==> src/hw/rtl/hcdd_pkg.sv <==
`timescale 1ns / 1ps
`default_nettype none

package hcdd_pkg;

    localparam int CODE_W  = 3;
    localparam int PHASE_W = 16;
    localparam int DIR_W   = 2;
    localparam int S_DATA_W = 8;
    localparam int M_DATA_W = 24;

    typedef logic [CODE_W-1:0]  code_t;
    typedef logic [PHASE_W-1:0] phase_t;
    typedef logic signed [DIR_W-1:0] dir_t;

    localparam dir_t DIR_UNKNOWN  = 2'sb00;
    localparam dir_t DIR_FORWARD  = 2'sb01;
    localparam dir_t DIR_BACKWARD = 2'sb11;

    localparam code_t CODE_OFF_LOW  = 3'd0;
    localparam code_t CODE_OFF_HIGH = 3'd7;

    localparam phase_t PHASE_OFF = 16'h0000;
    localparam phase_t PHASE_A   = 16'h3801;
    localparam phase_t PHASE_B   = 16'h3018;
    localparam phase_t PHASE_C   = 16'h3810;
    localparam phase_t PHASE_D   = 16'h3180;
    localparam phase_t PHASE_E   = 16'h3081;
    localparam phase_t PHASE_F   = 16'h3108;

    typedef struct packed {
        logic  valid;
        code_t code;
    } stage_t;

    typedef struct packed {
        phase_t phase_enable;
        dir_t   rotation_dir;
    } result_t;

    // Phase-enable word for a Hall code; the reverse table mirrors the forward one.
    function automatic phase_t phase_word(input logic reverse, input code_t code);
        code_t idx;
        phase_t word;
        idx = reverse ? (CODE_OFF_HIGH - code) : code;
        case (idx)
            3'd1:    word = PHASE_A;
            3'd2:    word = PHASE_B;
            3'd3:    word = PHASE_C;
            3'd4:    word = PHASE_D;
            3'd5:    word = PHASE_E;
            3'd6:    word = PHASE_F;
            default: word = PHASE_OFF;
        endcase
        if (code == CODE_OFF_LOW || code == CODE_OFF_HIGH) begin
            word = PHASE_OFF;
        end
        return word;
    endfunction

    // Successor in the Hall sequence 4, 6, 2, 3, 1, 5.
    function automatic code_t cycle_next(input code_t code);
        code_t res;
        case (code)
            3'd4:    res = 3'd6;
            3'd6:    res = 3'd2;
            3'd2:    res = 3'd3;
            3'd3:    res = 3'd1;
            3'd1:    res = 3'd5;
            3'd5:    res = 3'd4;
            default: res = CODE_OFF_LOW;
        endcase
        return res;
    endfunction

    // Predecessor in the Hall sequence.
    function automatic code_t cycle_prev(input code_t code);
        code_t res;
        case (code)
            3'd6:    res = 3'd4;
            3'd2:    res = 3'd6;
            3'd3:    res = 3'd2;
            3'd1:    res = 3'd3;
            3'd5:    res = 3'd1;
            3'd4:    res = 3'd5;
            default: res = CODE_OFF_LOW;
        endcase
        return res;
    endfunction

endpackage

`default_nettype wire

==> src/hw/rtl/hcdd_in_reg.sv <==
`timescale 1ns / 1ps
`default_nettype none

module hcdd_in_reg (
    input  wire logic           aclk,
    input  wire logic           aresetn,
    input  wire logic           s_tvalid,
    output logic                s_tready,
    input  wire hcdd_pkg::code_t s_code,
    input  wire logic           advance,
    output hcdd_pkg::stage_t    stage
);
    import hcdd_pkg::*;

    logic  valid_reg, valid_next;
    code_t code_reg, code_next;

    assign s_tready = !valid_reg || advance;

    always_comb begin
        valid_next = valid_reg;
        code_next  = code_reg;
        if (s_tvalid && s_tready) begin
            valid_next = 1'b1;
            code_next  = s_code;
        end else if (advance) begin
            valid_next = 1'b0;
        end
    end

    always_ff @(posedge aclk) begin
        if (!aresetn) begin
            valid_reg <= 1'b0;
        end else begin
            valid_reg <= valid_next;
        end
    end

    always_ff @(posedge aclk) begin
        code_reg <= code_next;
    end

    assign stage.valid = valid_reg;
    assign stage.code  = code_reg;

endmodule

`default_nettype wire

==> src/hw/rtl/hcdd_dir_track.sv <==
`timescale 1ns / 1ps
`default_nettype none

module hcdd_dir_track (
    input  wire logic             aclk,
    input  wire logic             aresetn,
    input  wire hcdd_pkg::code_t  code,
    input  wire logic             advance,
    output hcdd_pkg::dir_t        dir_next
);
    import hcdd_pkg::*;

    code_t hist0_reg, hist1_reg;
    dir_t  dir_reg;
    code_t fwd1, fwd2, bwd1, bwd2;
    logic  code_valid;

    always_comb begin
        fwd1 = cycle_next(code);
        fwd2 = cycle_next(fwd1);
        bwd1 = cycle_prev(code);
        bwd2 = cycle_prev(bwd1);
        code_valid = (code != CODE_OFF_LOW) && (code != CODE_OFF_HIGH);
        dir_next = dir_reg;
        if (code_valid) begin
            if (fwd1 == hist0_reg && fwd2 == hist1_reg) begin
                dir_next = DIR_FORWARD;
            end else if (bwd1 == hist0_reg && bwd2 == hist1_reg) begin
                dir_next = DIR_BACKWARD;
            end
        end
    end

    always_ff @(posedge aclk) begin
        if (!aresetn) begin
            hist0_reg <= CODE_OFF_LOW;
            hist1_reg <= CODE_OFF_LOW;
            dir_reg   <= DIR_UNKNOWN;
        end else if (advance) begin
            hist0_reg <= code;
            hist1_reg <= hist0_reg;
            dir_reg   <= dir_next;
        end
    end

endmodule

`default_nettype wire

==> src/hw/rtl/hcdd_out_reg.sv <==
`timescale 1ns / 1ps
`default_nettype none

module hcdd_out_reg (
    input  wire logic              aclk,
    input  wire logic              aresetn,
    input  wire logic              load,
    input  wire hcdd_pkg::result_t result,
    output logic                   out_ready,
    output logic                   m_tvalid,
    input  wire logic              m_tready,
    output logic [hcdd_pkg::M_DATA_W-1:0] m_tdata
);
    import hcdd_pkg::*;

    logic    valid_reg, valid_next;
    result_t result_reg;

    assign out_ready = !valid_reg || m_tready;

    always_comb begin
        valid_next = valid_reg;
        if (load) begin
            valid_next = 1'b1;
        end else if (m_tready) begin
            valid_next = 1'b0;
        end
    end

    always_ff @(posedge aclk) begin
        if (!aresetn) begin
            valid_reg <= 1'b0;
        end else begin
            valid_reg <= valid_next;
        end
    end

    always_ff @(posedge aclk) begin
        if (load) begin
            result_reg <= result;
        end
    end

    assign m_tvalid = valid_reg;
    assign m_tdata  = {{(M_DATA_W - PHASE_W - DIR_W){1'b0}},
                       result_reg.rotation_dir, result_reg.phase_enable};

endmodule

`default_nettype wire

==> src/hw/rtl/hall_commutation_direction_detect.sv <==
`timescale 1ns / 1ps
`default_nettype none
// Six-step Hall commutation with rotation direction detection.
// The s_ channel takes one Hall code per request (tdata bits 2:0, C B A).
// The m_ channel returns one result per request: tdata bits 15:0 hold the
// phase-enable word and bits 17:16 the signed rotation direction
// (1 forward, -1 backward, 0 unknown); the upper bits are zero.
// The cfg_ channel writes reverse_mode in cfg_data; 1 picks the reverse table.
// It is always ready and should be written only while no request is in flight.
// A request passes through the input register, then through table lookup and
// direction compare into the result register, which raises m_tvalid.
// Throughput is one request per cycle while the receiver does not stall.
// Reset clears the Hall history, the direction and reverse_mode and empties
// both registers. When the receiver stalls, the result register holds its
// request and the input register still takes one more; further requests wait.
module hall_commutation_direction_detect (
    input  wire logic        aclk,
    input  wire logic        aresetn,
    input  wire logic        s_tvalid,
    output logic             s_tready,
    input  wire logic [7:0]  s_tdata,   // hall_code[2:0], zero padding
    output logic             m_tvalid,
    input  wire logic        m_tready,
    output logic [23:0]      m_tdata,   // phase_enable[15:0], rotation_dir[17:16], zero padding
    input  wire logic        cfg_valid,
    output logic             cfg_ready,
    input  wire logic        cfg_data
);
    import hcdd_pkg::*;

    stage_t  stage;
    result_t result;
    dir_t    dir_next;
    logic    out_ready;
    logic    advance;
    logic    reverse_mode_reg;

    assign cfg_ready = 1'b1;

    always_ff @(posedge aclk) begin
        if (!aresetn) begin
            reverse_mode_reg <= 1'b0;
        end else if (cfg_valid && cfg_ready) begin
            reverse_mode_reg <= cfg_data;
        end
    end

    assign advance = stage.valid && out_ready;

    hcdd_in_reg u_in_reg (
        .aclk     (aclk),
        .aresetn  (aresetn),
        .s_tvalid (s_tvalid),
        .s_tready (s_tready),
        .s_code   (s_tdata[CODE_W-1:0]),
        .advance  (advance),
        .stage    (stage)
    );

    hcdd_dir_track u_dir_track (
        .aclk     (aclk),
        .aresetn  (aresetn),
        .code     (stage.code),
        .advance  (advance),
        .dir_next (dir_next)
    );

    assign result.phase_enable = phase_word(reverse_mode_reg, stage.code);
    assign result.rotation_dir = dir_next;

    hcdd_out_reg u_out_reg (
        .aclk      (aclk),
        .aresetn   (aresetn),
        .load      (advance),
        .result    (result),
        .out_ready (out_ready),
        .m_tvalid  (m_tvalid),
        .m_tready  (m_tready),
        .m_tdata   (m_tdata)
    );

endmodule

`default_nettype wire

==> config.mk <==
export PLATFORM = sky130hd
export DESIGN_NAME = hall_commutation_direction_detect
export DESIGN_NICKNAME = d
export VERILOG_FILES = /design/src/hw/rtl/hcdd_pkg.sv /design/src/hw/rtl/hcdd_in_reg.sv /design/src/hw/rtl/hcdd_dir_track.sv /design/src/hw/rtl/hcdd_out_reg.sv /design/src/hw/rtl/hall_commutation_direction_detect.sv
export SDC_FILE = /design/constraint.sdc
export NUM_CORES = 1
export LEC_CHECK = 0
export ABC_CLOCK_PERIOD_IN_PS = 1900
export BUFFER_PORTS_ARGS = -buffer_cell sky130_fd_sc_hd__buf_2
export CORE_MARGIN = 2
export CORE_UTILIZATION = 51
export CTS_BUF_LIST = sky130_fd_sc_hd__clkbuf_16
export CTS_CLUSTER_SIZE = 10
export DETAILED_ROUTE_END_ITERATION = 10
export PLACE_DENSITY = 0.77
export SYNTH_ARGS = -nofsm -noshare
export SYNTH_HDL_FRONTEND = slang
export SYNTH_SLANG_ARGS = --single-unit
==> constraint.sdc <==
create_clock -name aclk -period 1.9 [get_ports aclk]
set_input_delay 0.19 -clock aclk [delete_from_list [all_inputs] [get_ports aclk]]
set_output_delay 0.19 -clock aclk [all_outputs]
set_load 0.01 [all_outputs]
# Word-level counts from Yosys, hierarchy flattened
# Cells that the tools add are included.
dict set report totals {
  ff_bits 32
  in_bits 14
}
dict set report op_classes {
  eq_ne 30
  mux 13
  reduce_logical 14
  addsub 1
}
# operator count
set op_table {}
lappend op_table {{one-hot mux 14 bit (6 select lines)} 1}
lappend op_table {{one-hot mux 3 bit (6 select lines)} 4}
lappend op_table {{== test 3 bit, second input constant} 13}
lappend op_table {{== test 3 x 2 -> 1 bit, second input constant} 8}
lappend op_table {{== test 3 x 1 -> 1 bit, second input constant} 4}
lappend op_table {{== test 3 bit} 4}
lappend op_table {{2-to-1 mux 2 bit} 3}
lappend op_table {{logical AND 1 bit} 5}
lappend op_table {{2-to-1 mux 1 bit} 4}
lappend op_table {{nonzero test 2 bit} 2}
lappend op_table {{zero test 3 bit} 1}
lappend op_table {{logical OR 1 bit} 3}
lappend op_table {{2-to-1 mux 3 bit} 1}
lappend op_table {{!= test 3 bit, second input constant} 1}
lappend op_table {{nonzero test 3 bit} 1}
lappend op_table {{subtractor 3 bit, first input constant} 1}
lappend op_table {{zero test 1 bit} 2}

# Depth between registers and ports, before layout
dict set report depth {
  depth_word 9
  ltp_mapped 8
}

# Cells and area by module
# Synthesis repeated with hierarchy kept, for this count alone.
dict set report hier_totals {
  cells_unflattened 133
  area_unflattened_um2 1620.3
}
# mod area_each_um2 n_inst cells_per_inst
set modules_own_cells {}
lappend modules_own_cells {hcdd_dir_track 645.6 1 72}
lappend modules_own_cells {hcdd_out_reg 638.1 1 29}
lappend modules_own_cells {hall_commutation_direction_detect 181.4 1 23}
lappend modules_own_cells {hcdd_in_reg 155.1 1 9}

# Worst setup path after synthesis
# Ideal clock, no wire load.
dict set report synth_path {
  path_kind {register -> register}
  start {register u_in_reg.code_reg[0]}
  end {register u_out_reg.result_reg, in the netlist u_out_reg.m_tdata[17], data pin}
  setup_time_ns 0.262
  required_ns 1.638
  path_slack_ns 0.254
  synth_period_minus_slack_ns 1.646
  stages_incl_launch_ff 6
  arrival_ns 1.384
  path_cell_list {edfxtp_1 -> buf_6 -> buf_2 -> a222oi_1 -> o221ai_2 -> a21boi_0}
}
dict set report synth_via {
  elab_chain_len 9
}
# item line_no
set synth_rtl {}
lappend synth_rtl {{start, declared} hcdd_in_reg.sv:16} ;# code_t code_reg, code_next;
lappend synth_rtl {{start signal, assigned} hcdd_in_reg.sv:40} ;# code_reg <= code_next;
lappend synth_rtl {{== test 3 bit (tied with other cells)} {hcdd_pkg.sv:64, hcdd_pkg.sv:79}}
lappend synth_rtl {{one-hot mux 3 bit (6 select lines)} hcdd_pkg.sv:79} ;# case (code)
lappend synth_rtl {{== test 3 bit (tied with other cells)} hcdd_pkg.sv:79}
lappend synth_rtl {{one-hot mux 3 bit (6 select lines)} hcdd_pkg.sv:79}
lappend synth_rtl {{== test 3 bit} hcdd_dir_track.sv:28} ;# end else if (bwd1 == hist0_reg && bwd2 == hist1_reg) begin
lappend synth_rtl {{logical AND 1 bit} hcdd_dir_track.sv:28}
lappend synth_rtl {{2-to-1 mux 2 bit} hcdd_dir_track.sv:28}
lappend synth_rtl {{2-to-1 mux 2 bit} hcdd_dir_track.sv:26} ;# if (fwd1 == hist0_reg && fwd2 == hist1_reg) begin
lappend synth_rtl {{2-to-1 mux 2 bit *} hcdd_dir_track.sv:25} ;# if (code_valid) begin
lappend synth_rtl {{named net dir_next[1]} hall_commutation_direction_detect.sv:33} ;# dir_t dir_next;
lappend synth_rtl {{end signal, assigned} hcdd_out_reg.sv:40} ;# result_reg <= result;
lappend synth_rtl {{end, declared} hcdd_out_reg.sv:17} ;# result_t result_reg;
# Mark *: on every way through the listed nets, which the timed path passes. The rest lies on a longest branch.
# A chain may end at the register's enable or synchronous reset.

# Final worst setup path
dict set report layout_path {
  start {register u_in_reg.code_reg[1]}
  end {register u_out_reg.result_reg, in the netlist u_out_reg.m_tdata[17], data pin}
}
# The elaborated chain is that of the path after synthesis.

==> out/results.ini <==
[outcome]
status=completed

[yosys]
synth-edff-count=12
syn_area_sq_um=1383
yosys_warnings=0
ys_ff_latch=23
yosysSeqAreaShare=0.4199
ys_dominant_reg_cell=edfxtp_1
synthArstFlopShare=0
synth_cell_types=43
yosysTopAreaCell=edfxtp_1
synthTopCellsByArea=edfxtp_1, dfxtp_1, buf_4
yosys.area.top_type_share=0.2606
avgSynthCellArea_sq_um=9.217
syn-instance-count=150

[finish]
finalNetCount=187
largest_reg_flops=9
fill_cells=221
final_cell_mix=nand2_1, buf_2, conb_1, buf_4, edfxtp_1
num_antenna_cells=0
drive_gt1_frac=0.2442
layout_commonest_cell=nand2_1
final_core_util=0.6116
instances_no_fill=202
syn_to_final_growth_pct=11.58

[cts]
cts_made_buffers=3
cts_max_path_buffers=2
hold_buffers=0
htree_levels=1
clock_latency_ns=0.26
cts_tree=built
cts_root_buf=clkbuf_16
clk_pin_slew_ns=0.06
cts_sinks=23

[worst_setup_path]
slowest_stage=edfxtp_1
path_cells=buf_4 -> nor2_4 -> o2bb2ai_1 -> a222oi_1 -> o221ai_2 -> a21boi_1
crit_path_end=u_out_reg.m_tdata[17]
slowest_delay_ns=0.49
worstPathMaxFanout=6
worst-setup-path-type=flip-flop to flip-flop
r2r_slack_ns=0.08
r2r_cells=6
startpoint=u_in_reg.code_reg[1]
cp.required_ns=1.91
rr_endpoint=u_out_reg.m_tdata[17]
worstPathArrival_ns=1.83
rr_startpoint=u_in_reg.code_reg[1]
critPathCaptureType=flip-flop
worstSetupStartpointType=flip-flop

[timing]
worst_pin_slew_ns=0.5109
slew_viol_final=0
slew_headroom=0.6590
tns_ns=0
setup_viol=0
finalHoldViolations=0
finalCritPeriodShare=0.9597
max_freq_mhz=548.4
skew_ns=0.004413
period_needed_ns=1.823
rsz0062_at_grt=no

[place]
place_inst=193
dp_hpwl_um=1764
gp_congestion=0.8440
io_buffers=20

[die]
rows=18
die-width_um=56.07
die_h_um=56.07
design.die.area_sq_um=3143
io_pins=41
core_region_area_sq_um=2522
start_util=0.5481

[detailed_routing]
ant_nets=0
drtIter0Drc=22
via_count=1096
drc=0
wirelength_um=2462
drt-pass1-iter-count=5
wl_per_cell_um=12.19
routed_via_density=5.426

[power]
p_leak_nw=0.6318
total_power_mw=1.176
irDropWorstVdd_v=0.0009858
p_per_area_nw_per_um2=762.1

[global_route]
first_global_vias=990
grt_max_degree=16
grt_pass1_wl_um=4215
antenna_found_initial=0
grt_usage=0.1693
grt-ovfl-total=0

[min_path]
hold_class=primary input to flip-flop

[run]
drv_cap=0

==> through the flow <==
| stage | worst slack [ns] | hold slack, ns | instance area (sq um) |
|---|---|---|---|
| floorplan | 0.2538 | 0.2889 | 1431 |
| detailed placement | 0.03239 | 0.3685 | 1429 |
| global route | 0.008286 | 0.09940 | 1543 |
| global placement | 0.06715 | 0.3669 | 1429 |
| finish | 0.07665 | 0.1078 | 1543 |
| CTS | 0.03461 | 0.1039 | 1508 |
==> metal layers <==
metal  GRT usage  share of wire  wire (um)  up-vias
met5           0              0          0        -
met4     0.06803          0.026         63        0
met3     0.05116          0.075        185       12
met2      0.3059           0.51       1257       58
met1      0.1822           0.39        955      496
li1            -              -          -      530
==> worst min-delay path by stage <==
stage / slack [ns] / to / from / cells after the start
global placement: 0.37 / u_in_reg.code_reg[1] / s_tdata[1] / 1
CTS: 0.10 / u_in_reg.code_reg[2] / s_tdata[2] / 1
detailed placement: 0.37 / u_in_reg.code_reg[0] / s_tdata[0] / 1
global route: 0.1 / u_in_reg.code_reg[2] / s_tdata[2] / 1
finish: 0.11 / u_in_reg.code_reg[2] / s_tdata[2] / 1
floorplan: 0.29 / u_in_reg.code_reg[0] / s_tdata[0] / 0
==> what timing repair did <==
action / CTS / global route
gates resized for setup: 0 / 1
setup endpoints to repair: 0 / 4
setup buffers: 0 / 5
==> cells in the mapped netlist, drive strengths merged (2+ instances only) <==
cell type  count
a21boi         7
a21oi          5
and2           2
and3b          2
buf           24
clkbuf         4
conb           2
dfxtp         11
edfxtp        12
inv            4
mux2i          3
nand2         23
nand2b         2
nand3b         2
nor2           6
nor2b          6
nor3           5
nor3b          2
nor4b          2
o21a           3
o21ai          7
o221ai         2
xnor2          2
==> kinds of logic after synthesis <==
family	count (synthesis)	synth area share
AO/OA/AOI/OAI	31	0.1593
AND/OR/NAND/NOR	56	0.2172
flip-flops	23	0.4199
other	2	0.005432
XOR/XNOR	2	0.01267
buffers and inverters	32	0.1556
multiplexers	4	0.02986
==> power breakdown <==
| part | internal (mW) | switching, mW | leakage (nW) | total [mW] |
|---|---|---|---|---|
| Clock | 0.281 | 0.164 | 0.0423 | 0.445 |
| Combinational | 0.0713 | 0.0865 | 0.385 | 0.158 |
| Sequential | 0.549 | 0.0241 | 0.204 | 0.573 |
==> area by class of cell <==
cell class	instances	area, sq um	area share
clock buffer	3	75.07	0.04866
clock inverter	1	3.754	0.002433
inverter	4	15.01	0.009732
multi-input combinational	108	635.6	0.4120
sequential	23	580.6	0.3763
tap	30	37.54	0.02433
timing repair buffer	33	195.2	0.1265
==> worst max-delay path: cells and delay by family (launching register included) <==
| family | cells | cell delay [ns] |
|---|---|---|
| AND/OR/NAND/NOR | 1 | 0.07 |
| AO/OA/AOI/OAI | 4 | 0.79 |
| flip-flops | 1 | 0.49 |
| buffers and inverters | 1 | 0.21 |
Power figures use the tool's default switching activity.
